--- src/spmq_pkg.sv ---
// Types and codes shared by the priority message queue modules.
package spmq_pkg;

   typedef enum logic [1:0] {
      OP_INSERT = 2'd0,
      OP_POP    = 2'd1,
      OP_PEEK   = 2'd2,
      OP_CLEAR  = 2'd3
   } op_type;

   typedef enum logic [1:0] {
      ST_OK    = 2'd0,
      ST_EMPTY = 2'd1,
      ST_FULL  = 2'd2
   } status_type;

   typedef enum logic {
      FSM_IDLE   = 1'b0,
      FSM_UPDATE = 1'b1
   } fsm_state_type;

   typedef struct packed {
      logic [31:0] request;
      logic [31:0] payload;
      logic [31:0] prio;
   } entry_type;

   // Commands from the controller to the datapath.
   typedef struct packed {
      logic capture;
      logic commit;
   } ctrl_cmd_type;

   // Status from the datapath to the controller.
   typedef struct packed {
      logic out_free;
   } dp_status_type;

endpackage

--- src/spmq_channels.sv ---
// Valid/ready channel interfaces for the request and response sides.
interface spmq_req_if;
   logic        valid;
   logic        ready;
   logic [1:0]  operation;
   logic [31:0] request_code;
   logic [31:0] payload_word;
   logic [31:0] entry_priority;
   logic [31:0] range_first;
   logic [31:0] range_last;

   modport source (output valid, operation, request_code, payload_word, entry_priority,
                   range_first, range_last, input ready);
   modport sink (input valid, operation, request_code, payload_word, entry_priority,
                 range_first, range_last, output ready);
endinterface

interface spmq_rsp_if;
   logic        valid;
   logic        ready;
   logic [1:0]  status;
   logic [31:0] head_request;
   logic [31:0] head_payload;
   logic [31:0] head_priority;
   logic        head_in_range;
   logic        queue_empty;

   modport source (output valid, status, head_request, head_payload, head_priority,
                   head_in_range, queue_empty, input ready);
   modport sink (input valid, status, head_request, head_payload, head_priority,
                 head_in_range, queue_empty, output ready);
endinterface

--- src/stable_priority_message_queue.sv ---
// At acceptance the request is captured and compared; the response register loads
// in the controller's update state, which waits while an earlier response is held.
// No new request is accepted until the captured one has been committed.
// Reset clears the slot valid bits, the controller state and the response valid flag;
// the queue is empty and ready to accept in the first cycle after reset.
module stable_priority_message_queue #(
   parameter int QUEUE_DEPTH = 16
) (
   input logic       clock,
   input logic       reset,
   spmq_req_if.sink   req_if,
   spmq_rsp_if.source rsp_if
);
   import spmq_pkg::*;

   // The controller accepts a request only in its idle state. At acceptance the
   // datapath captures the request and compares the new priority against every
   // stored slot at once. In the update state that follows, the datapath shifts the
   // slots, writes the new entry, drops the head or clears the queue, and loads the
   // response register. That update waits while an earlier response is still held
   // by the sink, so a new request can be taken while a finished response is pending.

   ctrl_cmd_type  cmd;
   dp_status_type dp_status;

   spmq_ctrl u_spmq_ctrl (
      .clock     (clock),
      .reset     (reset),
      .req_valid (req_if.valid),
      .req_ready (req_if.ready),
      .dp_status (dp_status),
      .cmd       (cmd)
   );

   spmq_datapath #(
      .QUEUE_DEPTH (QUEUE_DEPTH)
   ) u_spmq_datapath (
      .clock              (clock),
      .reset              (reset),
      .cmd                (cmd),
      .dp_status          (dp_status),
      .req_operation      (req_if.operation),
      .req_request_code   (req_if.request_code),
      .req_payload_word   (req_if.payload_word),
      .req_entry_priority (req_if.entry_priority),
      .req_range_first    (req_if.range_first),
      .req_range_last     (req_if.range_last),
      .rsp_valid          (rsp_if.valid),
      .rsp_ready          (rsp_if.ready),
      .rsp_status         (rsp_if.status),
      .rsp_head_request   (rsp_if.head_request),
      .rsp_head_payload   (rsp_if.head_payload),
      .rsp_head_priority  (rsp_if.head_priority),
      .rsp_head_in_range  (rsp_if.head_in_range),
      .rsp_queue_empty    (rsp_if.queue_empty)
   );

endmodule

--- src/spmq_ctrl.sv ---
// Controller state machine of the priority message queue.
module spmq_ctrl (
   input  logic                   clock,
   input  logic                   reset,
   input  logic                   req_valid,
   output logic                   req_ready,
   input  spmq_pkg::dp_status_type dp_status,
   output spmq_pkg::ctrl_cmd_type  cmd
);
   import spmq_pkg::*;

   fsm_state_type state_ff, state_in;

   always_ff @(posedge clock) begin
      if (reset) begin
         state_ff <= FSM_IDLE;
      end else begin
         state_ff <= state_in;
      end
   end

   always_comb begin
      state_in = state_ff;
      unique case (state_ff)
         FSM_IDLE: begin
            if (req_valid) state_in = FSM_UPDATE;
         end
         FSM_UPDATE: begin
            if (dp_status.out_free) state_in = FSM_IDLE;
         end
      endcase
   end

   always_comb begin
      req_ready   = 1'b0;
      cmd.capture = 1'b0;
      cmd.commit  = 1'b0;
      unique case (state_ff)
         FSM_IDLE: begin
            req_ready   = 1'b1;
            cmd.capture = req_valid;
         end
         FSM_UPDATE: begin
            cmd.commit = dp_status.out_free;
         end
      endcase
   end

endmodule

--- src/spmq_datapath.sv ---
// Slot array, priority compare, shift network and response register of the queue.
module spmq_datapath #(
   parameter int QUEUE_DEPTH = 16
) (
   input  logic                    clock,
   input  logic                    reset,
   input  spmq_pkg::ctrl_cmd_type  cmd,
   output spmq_pkg::dp_status_type dp_status,
   input  logic [1:0]              req_operation,
   input  logic [31:0]             req_request_code,
   input  logic [31:0]             req_payload_word,
   input  logic [31:0]             req_entry_priority,
   input  logic [31:0]             req_range_first,
   input  logic [31:0]             req_range_last,
   output logic                    rsp_valid,
   input  logic                    rsp_ready,
   output logic [1:0]              rsp_status,
   output logic [31:0]             rsp_head_request,
   output logic [31:0]             rsp_head_payload,
   output logic [31:0]             rsp_head_priority,
   output logic                    rsp_head_in_range,
   output logic                    rsp_queue_empty
);
   import spmq_pkg::*;

   // Captured transaction.
   op_type      op_ff;
   entry_type   new_ff;
   logic [31:0] first_ff;
   logic [31:0] last_ff;
   logic [QUEUE_DEPTH-1:0] ge_ff, ge_in;

   // Slots, slot 0 is the head; valid bits form a thermometer code.
   entry_type              slot_ff [QUEUE_DEPTH];
   entry_type              slot_in [QUEUE_DEPTH];
   logic [QUEUE_DEPTH-1:0] valid_ff, valid_in;

   // Response register.
   logic        rsp_valid_ff, rsp_valid_in;
   status_type  rsp_status_ff, rsp_status_in;
   entry_type   rsp_head_ff, rsp_head_in;
   logic        rsp_in_range_ff, rsp_in_range_in;
   logic        rsp_empty_ff, rsp_empty_in;

   logic is_full;
   logic is_empty;

   assign is_full  = valid_ff[QUEUE_DEPTH-1];
   assign is_empty = !valid_ff[0];
   assign dp_status.out_free = !rsp_valid_ff || rsp_ready;

   // Parallel compare of every stored priority against the incoming one.
   always_comb begin
      for (int i = 0; i < QUEUE_DEPTH; i++) begin
         ge_in[i] = valid_ff[i] && (slot_ff[i].prio >= req_entry_priority);
      end
   end

   always_ff @(posedge clock) begin
      if (reset) begin
         op_ff <= OP_INSERT;
      end else if (cmd.capture) begin
         op_ff <= op_type'(req_operation);
      end
   end

   always_ff @(posedge clock) begin
      if (cmd.capture) begin
         new_ff.request <= req_request_code;
         new_ff.payload <= req_payload_word;
         new_ff.prio    <= req_entry_priority;
         first_ff       <= req_range_first;
         last_ff        <= req_range_last;
         ge_ff          <= ge_in;
      end
   end

   // Next slot contents and response for the captured operation.
   always_comb begin
      slot_in         = slot_ff;
      valid_in        = valid_ff;
      rsp_status_in   = ST_OK;
      rsp_head_in     = '0;
      rsp_in_range_in = 1'b0;
      rsp_empty_in    = is_empty;
      unique case (op_ff)
         OP_INSERT: begin
            if (is_full) begin
               rsp_status_in = ST_FULL;
            end else begin
               valid_in     = {valid_ff[QUEUE_DEPTH-2:0], 1'b1};
               rsp_empty_in = 1'b0;
               if (!ge_ff[0]) slot_in[0] = new_ff;
               for (int i = 1; i < QUEUE_DEPTH; i++) begin
                  if (!ge_ff[i]) slot_in[i] = ge_ff[i-1] ? new_ff : slot_ff[i-1];
               end
            end
         end
         OP_POP, OP_PEEK: begin
            if (is_empty) begin
               rsp_status_in = ST_EMPTY;
            end else begin
               rsp_head_in     = slot_ff[0];
               rsp_in_range_in = (slot_ff[0].request >= first_ff) &&
                                 (slot_ff[0].request <= last_ff);
               if (op_ff == OP_POP) begin
                  valid_in     = {1'b0, valid_ff[QUEUE_DEPTH-1:1]};
                  rsp_empty_in = !valid_ff[1];
                  for (int i = 0; i < QUEUE_DEPTH - 1; i++) begin
                     slot_in[i] = slot_ff[i+1];
                  end
               end
            end
         end
         OP_CLEAR: begin
            valid_in     = '0;
            rsp_empty_in = 1'b1;
         end
      endcase
   end

   always_ff @(posedge clock) begin
      if (reset) begin
         valid_ff <= '0;
      end else if (cmd.commit) begin
         valid_ff <= valid_in;
      end
   end

   always_ff @(posedge clock) begin
      if (cmd.commit) begin
         for (int i = 0; i < QUEUE_DEPTH; i++) begin
            slot_ff[i] <= slot_in[i];
         end
      end
   end

   always_comb begin
      if (cmd.commit) begin
         rsp_valid_in = 1'b1;
      end else if (rsp_ready) begin
         rsp_valid_in = 1'b0;
      end else begin
         rsp_valid_in = rsp_valid_ff;
      end
   end

   always_ff @(posedge clock) begin
      if (reset) begin
         rsp_valid_ff <= 1'b0;
      end else begin
         rsp_valid_ff <= rsp_valid_in;
      end
   end

   always_ff @(posedge clock) begin
      if (cmd.commit) begin
         rsp_status_ff   <= rsp_status_in;
         rsp_head_ff     <= rsp_head_in;
         rsp_in_range_ff <= rsp_in_range_in;
         rsp_empty_ff    <= rsp_empty_in;
      end
   end

   assign rsp_valid         = rsp_valid_ff;
   assign rsp_status        = rsp_status_ff;
   assign rsp_head_request  = rsp_head_ff.request;
   assign rsp_head_payload  = rsp_head_ff.payload;
   assign rsp_head_priority = rsp_head_ff.prio;
   assign rsp_head_in_range = rsp_in_range_ff;
   assign rsp_queue_empty   = rsp_empty_ff;

endmodule

--- src/flat_wrapper.sv ---
// flat-port wrapper written by rule: the top's interface ports become plain ports
module stable_priority_message_queue_flat import spmq_pkg::*;
#(
   parameter int QUEUE_DEPTH = 16
)
  (clock, reset, req_if_valid, req_if_operation, req_if_request_code, req_if_payload_word, req_if_entry_priority, req_if_range_first, req_if_range_last, req_if_ready, rsp_if_valid, rsp_if_status, rsp_if_head_request, rsp_if_head_payload, rsp_if_head_priority, rsp_if_head_in_range, rsp_if_queue_empty, rsp_if_ready);
  spmq_req_if req_if_i ();
  spmq_rsp_if rsp_if_i ();
  input logic clock;
  input logic reset;
  input wire logic [$bits(req_if_i.valid)-1:0] req_if_valid;
  input wire logic [$bits(req_if_i.operation)-1:0] req_if_operation;
  input wire logic [$bits(req_if_i.request_code)-1:0] req_if_request_code;
  input wire logic [$bits(req_if_i.payload_word)-1:0] req_if_payload_word;
  input wire logic [$bits(req_if_i.entry_priority)-1:0] req_if_entry_priority;
  input wire logic [$bits(req_if_i.range_first)-1:0] req_if_range_first;
  input wire logic [$bits(req_if_i.range_last)-1:0] req_if_range_last;
  output wire logic [$bits(req_if_i.ready)-1:0] req_if_ready;
  output wire logic [$bits(rsp_if_i.valid)-1:0] rsp_if_valid;
  output wire logic [$bits(rsp_if_i.status)-1:0] rsp_if_status;
  output wire logic [$bits(rsp_if_i.head_request)-1:0] rsp_if_head_request;
  output wire logic [$bits(rsp_if_i.head_payload)-1:0] rsp_if_head_payload;
  output wire logic [$bits(rsp_if_i.head_priority)-1:0] rsp_if_head_priority;
  output wire logic [$bits(rsp_if_i.head_in_range)-1:0] rsp_if_head_in_range;
  output wire logic [$bits(rsp_if_i.queue_empty)-1:0] rsp_if_queue_empty;
  input wire logic [$bits(rsp_if_i.ready)-1:0] rsp_if_ready;
  assign req_if_i.valid = req_if_valid;
  assign req_if_i.operation = req_if_operation;
  assign req_if_i.request_code = req_if_request_code;
  assign req_if_i.payload_word = req_if_payload_word;
  assign req_if_i.entry_priority = req_if_entry_priority;
  assign req_if_i.range_first = req_if_range_first;
  assign req_if_i.range_last = req_if_range_last;
  assign req_if_ready = req_if_i.ready;
  assign rsp_if_valid = rsp_if_i.valid;
  assign rsp_if_status = rsp_if_i.status;
  assign rsp_if_head_request = rsp_if_i.head_request;
  assign rsp_if_head_payload = rsp_if_i.head_payload;
  assign rsp_if_head_priority = rsp_if_i.head_priority;
  assign rsp_if_head_in_range = rsp_if_i.head_in_range;
  assign rsp_if_queue_empty = rsp_if_i.queue_empty;
  assign rsp_if_i.ready = rsp_if_ready;
  stable_priority_message_queue #(.QUEUE_DEPTH(QUEUE_DEPTH)) u_core (.clock(clock), .reset(reset), .req_if(req_if_i), .rsp_if(rsp_if_i));
endmodule
--- config.mk ---
export PLATFORM = sky130hd
export DESIGN_NAME = stable_priority_message_queue_flat
export DESIGN_NICKNAME = d
export VERILOG_FILES = /design/src/spmq_pkg.sv /design/src/spmq_channels.sv /design/src/stable_priority_message_queue.sv /design/src/spmq_ctrl.sv /design/src/spmq_datapath.sv /design/src/flat_wrapper.sv
export SDC_FILE = /design/constraint.sdc
export NUM_CORES = 2
export LEC_CHECK = 0
export BUFFER_PORTS_ARGS = -buffer_cell sky130_fd_sc_hd__buf_2
export CAP_MARGIN = 25
export CORE_ASPECT_RATIO = 0.8
export CORE_MARGIN = 4
export CORE_UTILIZATION = 35
export DETAILED_ROUTE_END_ITERATION = 6
export HOLD_SLACK_MARGIN = 0.15
export PLACE_DENSITY_LB_ADDON = 0.25
export SYNTH_ARGS = -nofsm -noshare
export SYNTH_HDL_FRONTEND = slang
export SYNTH_SLANG_ARGS = --single-unit
--- constraint.sdc ---
create_clock -name clock -period 15.7 [get_ports clock]
set_input_delay 4.71 -clock clock [delete_from_list [all_inputs] [get_ports clock]]
set_output_delay 4.71 -clock clock [all_outputs]
set_load 0.01 [all_outputs]
Yosys cells after proc, flatten, opt, wreduce, memory -nomap -nowiden

Index checks and enable logic that the tools add are counted.

$lt $le $gt $ge: 18
Eq/ne operators: 21
Muxes and demuxes: 54
Bitwise gates (word level): 3
Reductions and logical operators: 45

Operator list:

| cell                                                | number |
|---|---|
| 2-to-1 mux 96 bit                                   | 31 |
| 2-to-1 mux 1440 bit                                 | 2 |
| one-hot mux 1440 bit (2 select lines)               | 1 |
| 2-to-1 mux 1536 bit                                 | 1 |
| >= comparator 32 bit                                | 17 |
| AND reduction 6 bit                                 | 15 |
| 2-to-1 mux 16 bit                                   | 3 |
| one-hot mux 16 bit (3 select lines)                 | 1 |
| inequality test 2 bit, second input constant        | 18 |
| less-or-equal comparator 32 bit                     | 1 |
| logical AND 1 bit                                   | 17 |
| 2-to-1 mux 1 bit                                    | 11 |
| AND reduction 4 bit                                 | 2 |
| equality test 2 bit, second input constant          | 2 |
| one-hot mux 2 bit (2 select lines)                  | 1 |
| AND reduction 2 bit                                 | 2 |
| nonzero test 2 bit                                  | 2 |
| zero test 1 bit                                     | 3 |
| NOT 1 bit                                           | 3 |
| one-hot mux 1 bit (3 select lines)                  | 1 |
| AND reduction 3 bit                                 | 1 |
| equality test 2 x 1 -> 1 bit, second input constant | 1 |
| zero test 2 bit                                     | 1 |
| 2-to-1 mux 2 bit                                    | 1 |
| 3 further kinds                                     | 3 |

Register bits: 1,832
Input bits: 166
Logic and storage cells: 207

Logic depth before layout (Yosys ltp)

Word-level depth: 4
Mapped depth: 11
Gate-level depth less buffers: 8

Hierarchy

A second synthesis with hierarchy kept.

Cells, all modules: 8,399
Area, all modules: 98,291.8 um^2

By module, submodules not included:

| module        | times used | cells each | area each (um^2) | sequential area each (um^2) |
|---|---|---|---|---|
| spmq_datapath | 1          | 8,393      | 98,239.2         | 54,792.6 |
| spmq_ctrl     | 1          | 6          | 52.6             | 20.0 |

Least setup slack after synthesis

No wires, ideal clock.

Path kind: input-to-reg
From: input port req_if_valid
To: register u_core.u_spmq_datapath.first_ff[0], enable pin
Data arrival time: 12.432 ns
Data required time: 14.958 ns
Slack: 2.526 ns
Cell stages on the path: 1
Path buffers: 0
Path through: nor2b_1

Cells in the longest elaborated chain, start to end: 1

Ends and longest elaborated chain:

| element                | line                | source |
|---|---|---|
| start: declaration     | flat_wrapper.sv:11  | `input wire logic [$bits(req_if_i.valid)-1:0] req_if_valid;` |
| 2-to-1 mux 1 bit       | spmq_ctrl.sv:38     | `unique case (state_ff)` |
| end signal: assignment | spmq_datapath.sv:72 | `first_ff <= req_range_first;` |
| end: declaration       | spmq_datapath.sv:29 | `logic [31:0] first_ff;` |

Every way passes these cells.
A chain may end at the register's enable or synchronous reset.

Worst setup path after layout

From: input port rsp_if_ready
To: register u_core.u_spmq_datapath.slot_ff[1027] in the netlist's numbering, enable pin

Cells in the longest elaborated chain, start to end: 3

Ends and longest elaborated chain:

| element                        | line                 | source |
|---|---|---|
| start: declaration             | flat_wrapper.sv:26   | `input wire logic [$bits(rsp_if_i.ready)-1:0] rsp_if_ready;` |
| logical OR 1 bit               | spmq_datapath.sv:50  | `assign dp_status.out_free = !rsp_valid_ff \|\| rsp_ready;` |
| 2-to-1 mux 1 bit               | spmq_ctrl.sv:38      |  |
| AND reduction 6 bit (no line)  | --                   |  |
| end signal: indexed assignment | spmq_datapath.sv:133 | `slot_ff[i] <= slot_in[i];` |
| end: declaration               | spmq_datapath.sv:34  | `entry_type slot_ff [QUEUE_DEPTH];` |

Every way passes these cells.

==> flow_summary.yaml <==
setup_path:
  cp_max_fo: 41
  crit_top_cell: "buf_4"
  cp-end-kind: "flip-flop"
  r2r-start: "u_core.u_spmq_datapath.op_ff[0]$_SDFFE_PP0P_"
  start_kind: "primary input"
  worstPathArrival_ns: 8.26
  path_depth: 10
  path_class: "in -> reg"
  reg2reg_to: "u_core.u_spmq_datapath.slot_ff[1013]$_DFFE_PP_"
  crit_buf_inv: 4
  critPathSlowestCell: "buf_4"
  rr_worst_depth: 7
  crit_required_ns: 16.15
  path_delay_family: "buffers and inverters"
  cp_slowest_stage_delay_ns: 0.85
  crit_chain: "buf_2 > nand2b_2 > nand2_2 > or3_4 > a21oi_2 > buf_4 > o21ai_4 > buf_16 > a21oi_4 > buf_4"
  reg2reg_slack_ns: 10.81
floorplan:
  dieArea_um2: 289000
  io_pins: 268
  dieWidth_um: 600
  fp.dieH_um: 482
  start_util: 0.352
  coreArea_um2: 279000
  rows: 173
placement:
  io_buffers: 267
  dp_hpwl_mm: 197
  place_congestion: 0.874
drt:
  viasPerCell: 5.63
  wl_mm: 308
  routedWlPerCell_um: 25.1
  vias: 69000
  ant_nets: 0
  drt_iter0_drc: 7104
  drc_errors: 1
  firstDrtPassIters: 7
synthesis:
  syn_inst: 8417
  synth_seq_cells: 1832
  syn_area_um2: 98200
  synth-edff-count: 1812
  postSynthAreaPerCell_um2: 11.7
  syn_nets: 9163
  ys_seq_area_frac: 0.558
  async_flop_share: 0
  synth_warnings: 0
  synthDistinctLibCells: 62
  ys.flop_type: "edfxtp_1"
clock_network:
  clock_path_buffers: 4
  tritoncts: "built"
  root_buffer: "clkbuf_16"
  cts.sinks: 1832
  numCtsBuffers: 205
  post-cts-setup-buffers: 0
  ctsHoldBuffers: 0
  clkTransAtPathRegs_ns: 0.06
  cts_resized: 0
  htreeDepth: 4
  clock_latency_ns: 0.90
layout:
  fin_nets: 9169
  drive_gt1_frac: 0.0955
  syn_to_final_growth_pct: 11.5
  final_cell_mix: "1812 x edfxtp_1, 1447 x o21ai_0, 1425 x nand2_1, 1344 x mux2i_1, 579 x ha_1"
  layout_commonest_cell: "edfxtp_1"
power:
  p_seq_frac: 0.485
  p_leak_nw: 40.4
  p_sw_frac: 0.283
  peakVddDrop_uv: 90.7
  pwr_density_cell_nw_per_um2: 117
  p_clk_frac: 0.365
  power.share.combinational: 0.150
  p_int_w: 0.00918
  switchingPower_w: 0.00362
  power_w: 0.0128
timing:
  min_period_over_period: 0.497
  period_minus_slack_ns: 7.81
  finalSetupViolCount: 0
  setup_tns_ns: 0
  final_max_slew_viol_count: 0
  worstMarginPinSlew_ns: 1.30
  max_freq_mhz: 128
  hold_viol: 0
  hold_slack_ns: 0.472
  slew_headroom: 0.133
  rsz0062_at_grt: "false"
  skew_ns: 0.0672
global_routing:
  gr-total-overflow: 0
  grt_use_met2: 0.310
  top_usage_layer: "met2"
  track_usage: 0.205
  grt_antenna_before_repair: 9
  grt_pass1_vias: 67900
  grt_pass1_wl_mm: 454
  use_met3: 0.0247
  grt_max_degree: 268
  use_met1: 0.304
worst_hold_path:
  holdPathStages: 2
  hold_class: "reg -> reg"
  min-delay-start: "u_core.u_spmq_datapath.slot_ff[59]$_DFFE_PP_"
  hold_path_end: "u_core.u_spmq_datapath.slot_ff[155]$_DFFE_PP_"
run_status:
  outcome: "complete, but fails checks"
  violations: "design-rule violations"
run:
  maxCapViolCount: 0
## cell type report
cell class                      instances  area, um2
Clock buffer                          247       5310
Clock inverter                        113        967
Timing Repair Buffer                  413       2690
Inverter                              116        445
Tap cell                             3675       4600
Antenna cell                            1       2.50
Sequential cell                      1832      54800
Multi-Input combinational cell       5855      40700
Fill cell                           26500     169000
## synth_stat cells, types with 20 or more instances
cell	number	area [um2]
edfxtp_1	1812	54400
o21ai_0	1447	7240
nand2_1	1425	5350
mux2i_1	1344	13500
ha_1	580	7260
clkbuf_1	502	1880
a21oi_1	193	966
inv_1	115	432
nor2_1	111	417
and3_1	102	638
a22o_1	95	832
mux2_2	95	1070
buf_2	83	415
nand4_1	82	513
a21o_1	74	556
a211oi_1	49	368
nor2b_1	40	250
nand3_1	35	175
dfxtp_1	20	400
## logic make-up after synthesis
family | count (synthesis) | synth area share
AOI/OAI and AO/OA | 1969 | 0.110
adders and majority gates | 580 | 0.0739
muxes | 1439 | 0.148
DFF | 1832 | 0.558
buffers and inverters | 730 | 0.0297
and+or+nand+nor | 1867 | 0.0797
## worst max path at each step
stage	start	to	slack, ns
floorplan	req_if_valid	u_core.u_spmq_datapath.first_ff[0]$_DFFE_PP_	2.53
global placement	rsp_if_ready	u_core.u_spmq_datapath.slot_ff[1040]$_DFFE_PP_	7.10
detailed placement	rsp_if_ready	u_core.u_spmq_datapath.slot_ff[1046]$_DFFE_PP_	7.06
CTS	rsp_if_ready	u_core.u_spmq_datapath.slot_ff[1031]$_DFFE_PP_	7.97
global route	rsp_if_ready	u_core.u_spmq_datapath.slot_ff[1028]$_DFFE_PP_	7.82
finish	rsp_if_ready	u_core.u_spmq_datapath.slot_ff[1027]$_DFFE_PP_	7.89
## registers in the layout (all words and copies together), names as in the netlist
signal	flops
u_core.u_spmq_datapath.rsp_status	2
u_core.u_spmq_datapath.slot_ff	1536
u_core.u_spmq_ctrl.state_ff	1
u_core.u_spmq_datapath.valid_ff	16
u_core.u_spmq_datapath.rsp_head_request	32
u_core.u_spmq_datapath.rsp_queue_empty	1
u_core.u_spmq_datapath.last_ff	32
u_core.u_spmq_datapath.rsp_head_payload	32
u_core.u_spmq_datapath.ge_ff	16
u_core.u_spmq_datapath.new_ff	96
u_core.u_spmq_datapath.rsp_valid	1
u_core.u_spmq_datapath.op_ff	2
u_core.u_spmq_datapath.rsp_head_in_range	1
u_core.u_spmq_datapath.first_ff	32
u_core.u_spmq_datapath.rsp_head_priority	32
## power by group through the flow
stage                     logic, W  registers [W]  clock network, W
after floorplan            0.00132        0.00618                 0
after global placement     0.00184        0.00629                 0
after detailed placement   0.00191        0.00629                 0
after CTS                  0.00191        0.00619           0.00480
after global routing       0.00212        0.00623           0.00500
final                      0.00192        0.00620           0.00468
## stage by stage
step            util  setup slack (ns)  std cells  cell area (um2)
2_1_floorplan      -              2.53       8417            98200
3_3_place_gp   0.370              7.10      11900           103000
3_5_place_dp   0.370              7.06      11900           103000
4_1_cts        0.393              7.97      12200           109000
5_1_grt        0.393              7.82      12300           110000
6_report       0.393              7.89      12300           110000
## layer usage
| metal | vias up | part of all wire |
|---|---|---|
| met5 | - | 0 |
| met4 | 0 | 0.034 |
| met3 | 398 | 0.063 |
| met2 | 2441 | 0.43 |
| met1 | 34700 | 0.47 |
| li1 | 31400 | - |
## tightest hold or removal path, stage by stage, from the launching register on
cell,delay (ns)
edfxtp_1,0.32
nand2_1,0.05
o21ai_0,0.06
No activity file was read; power rests on OpenSTA's default activity.
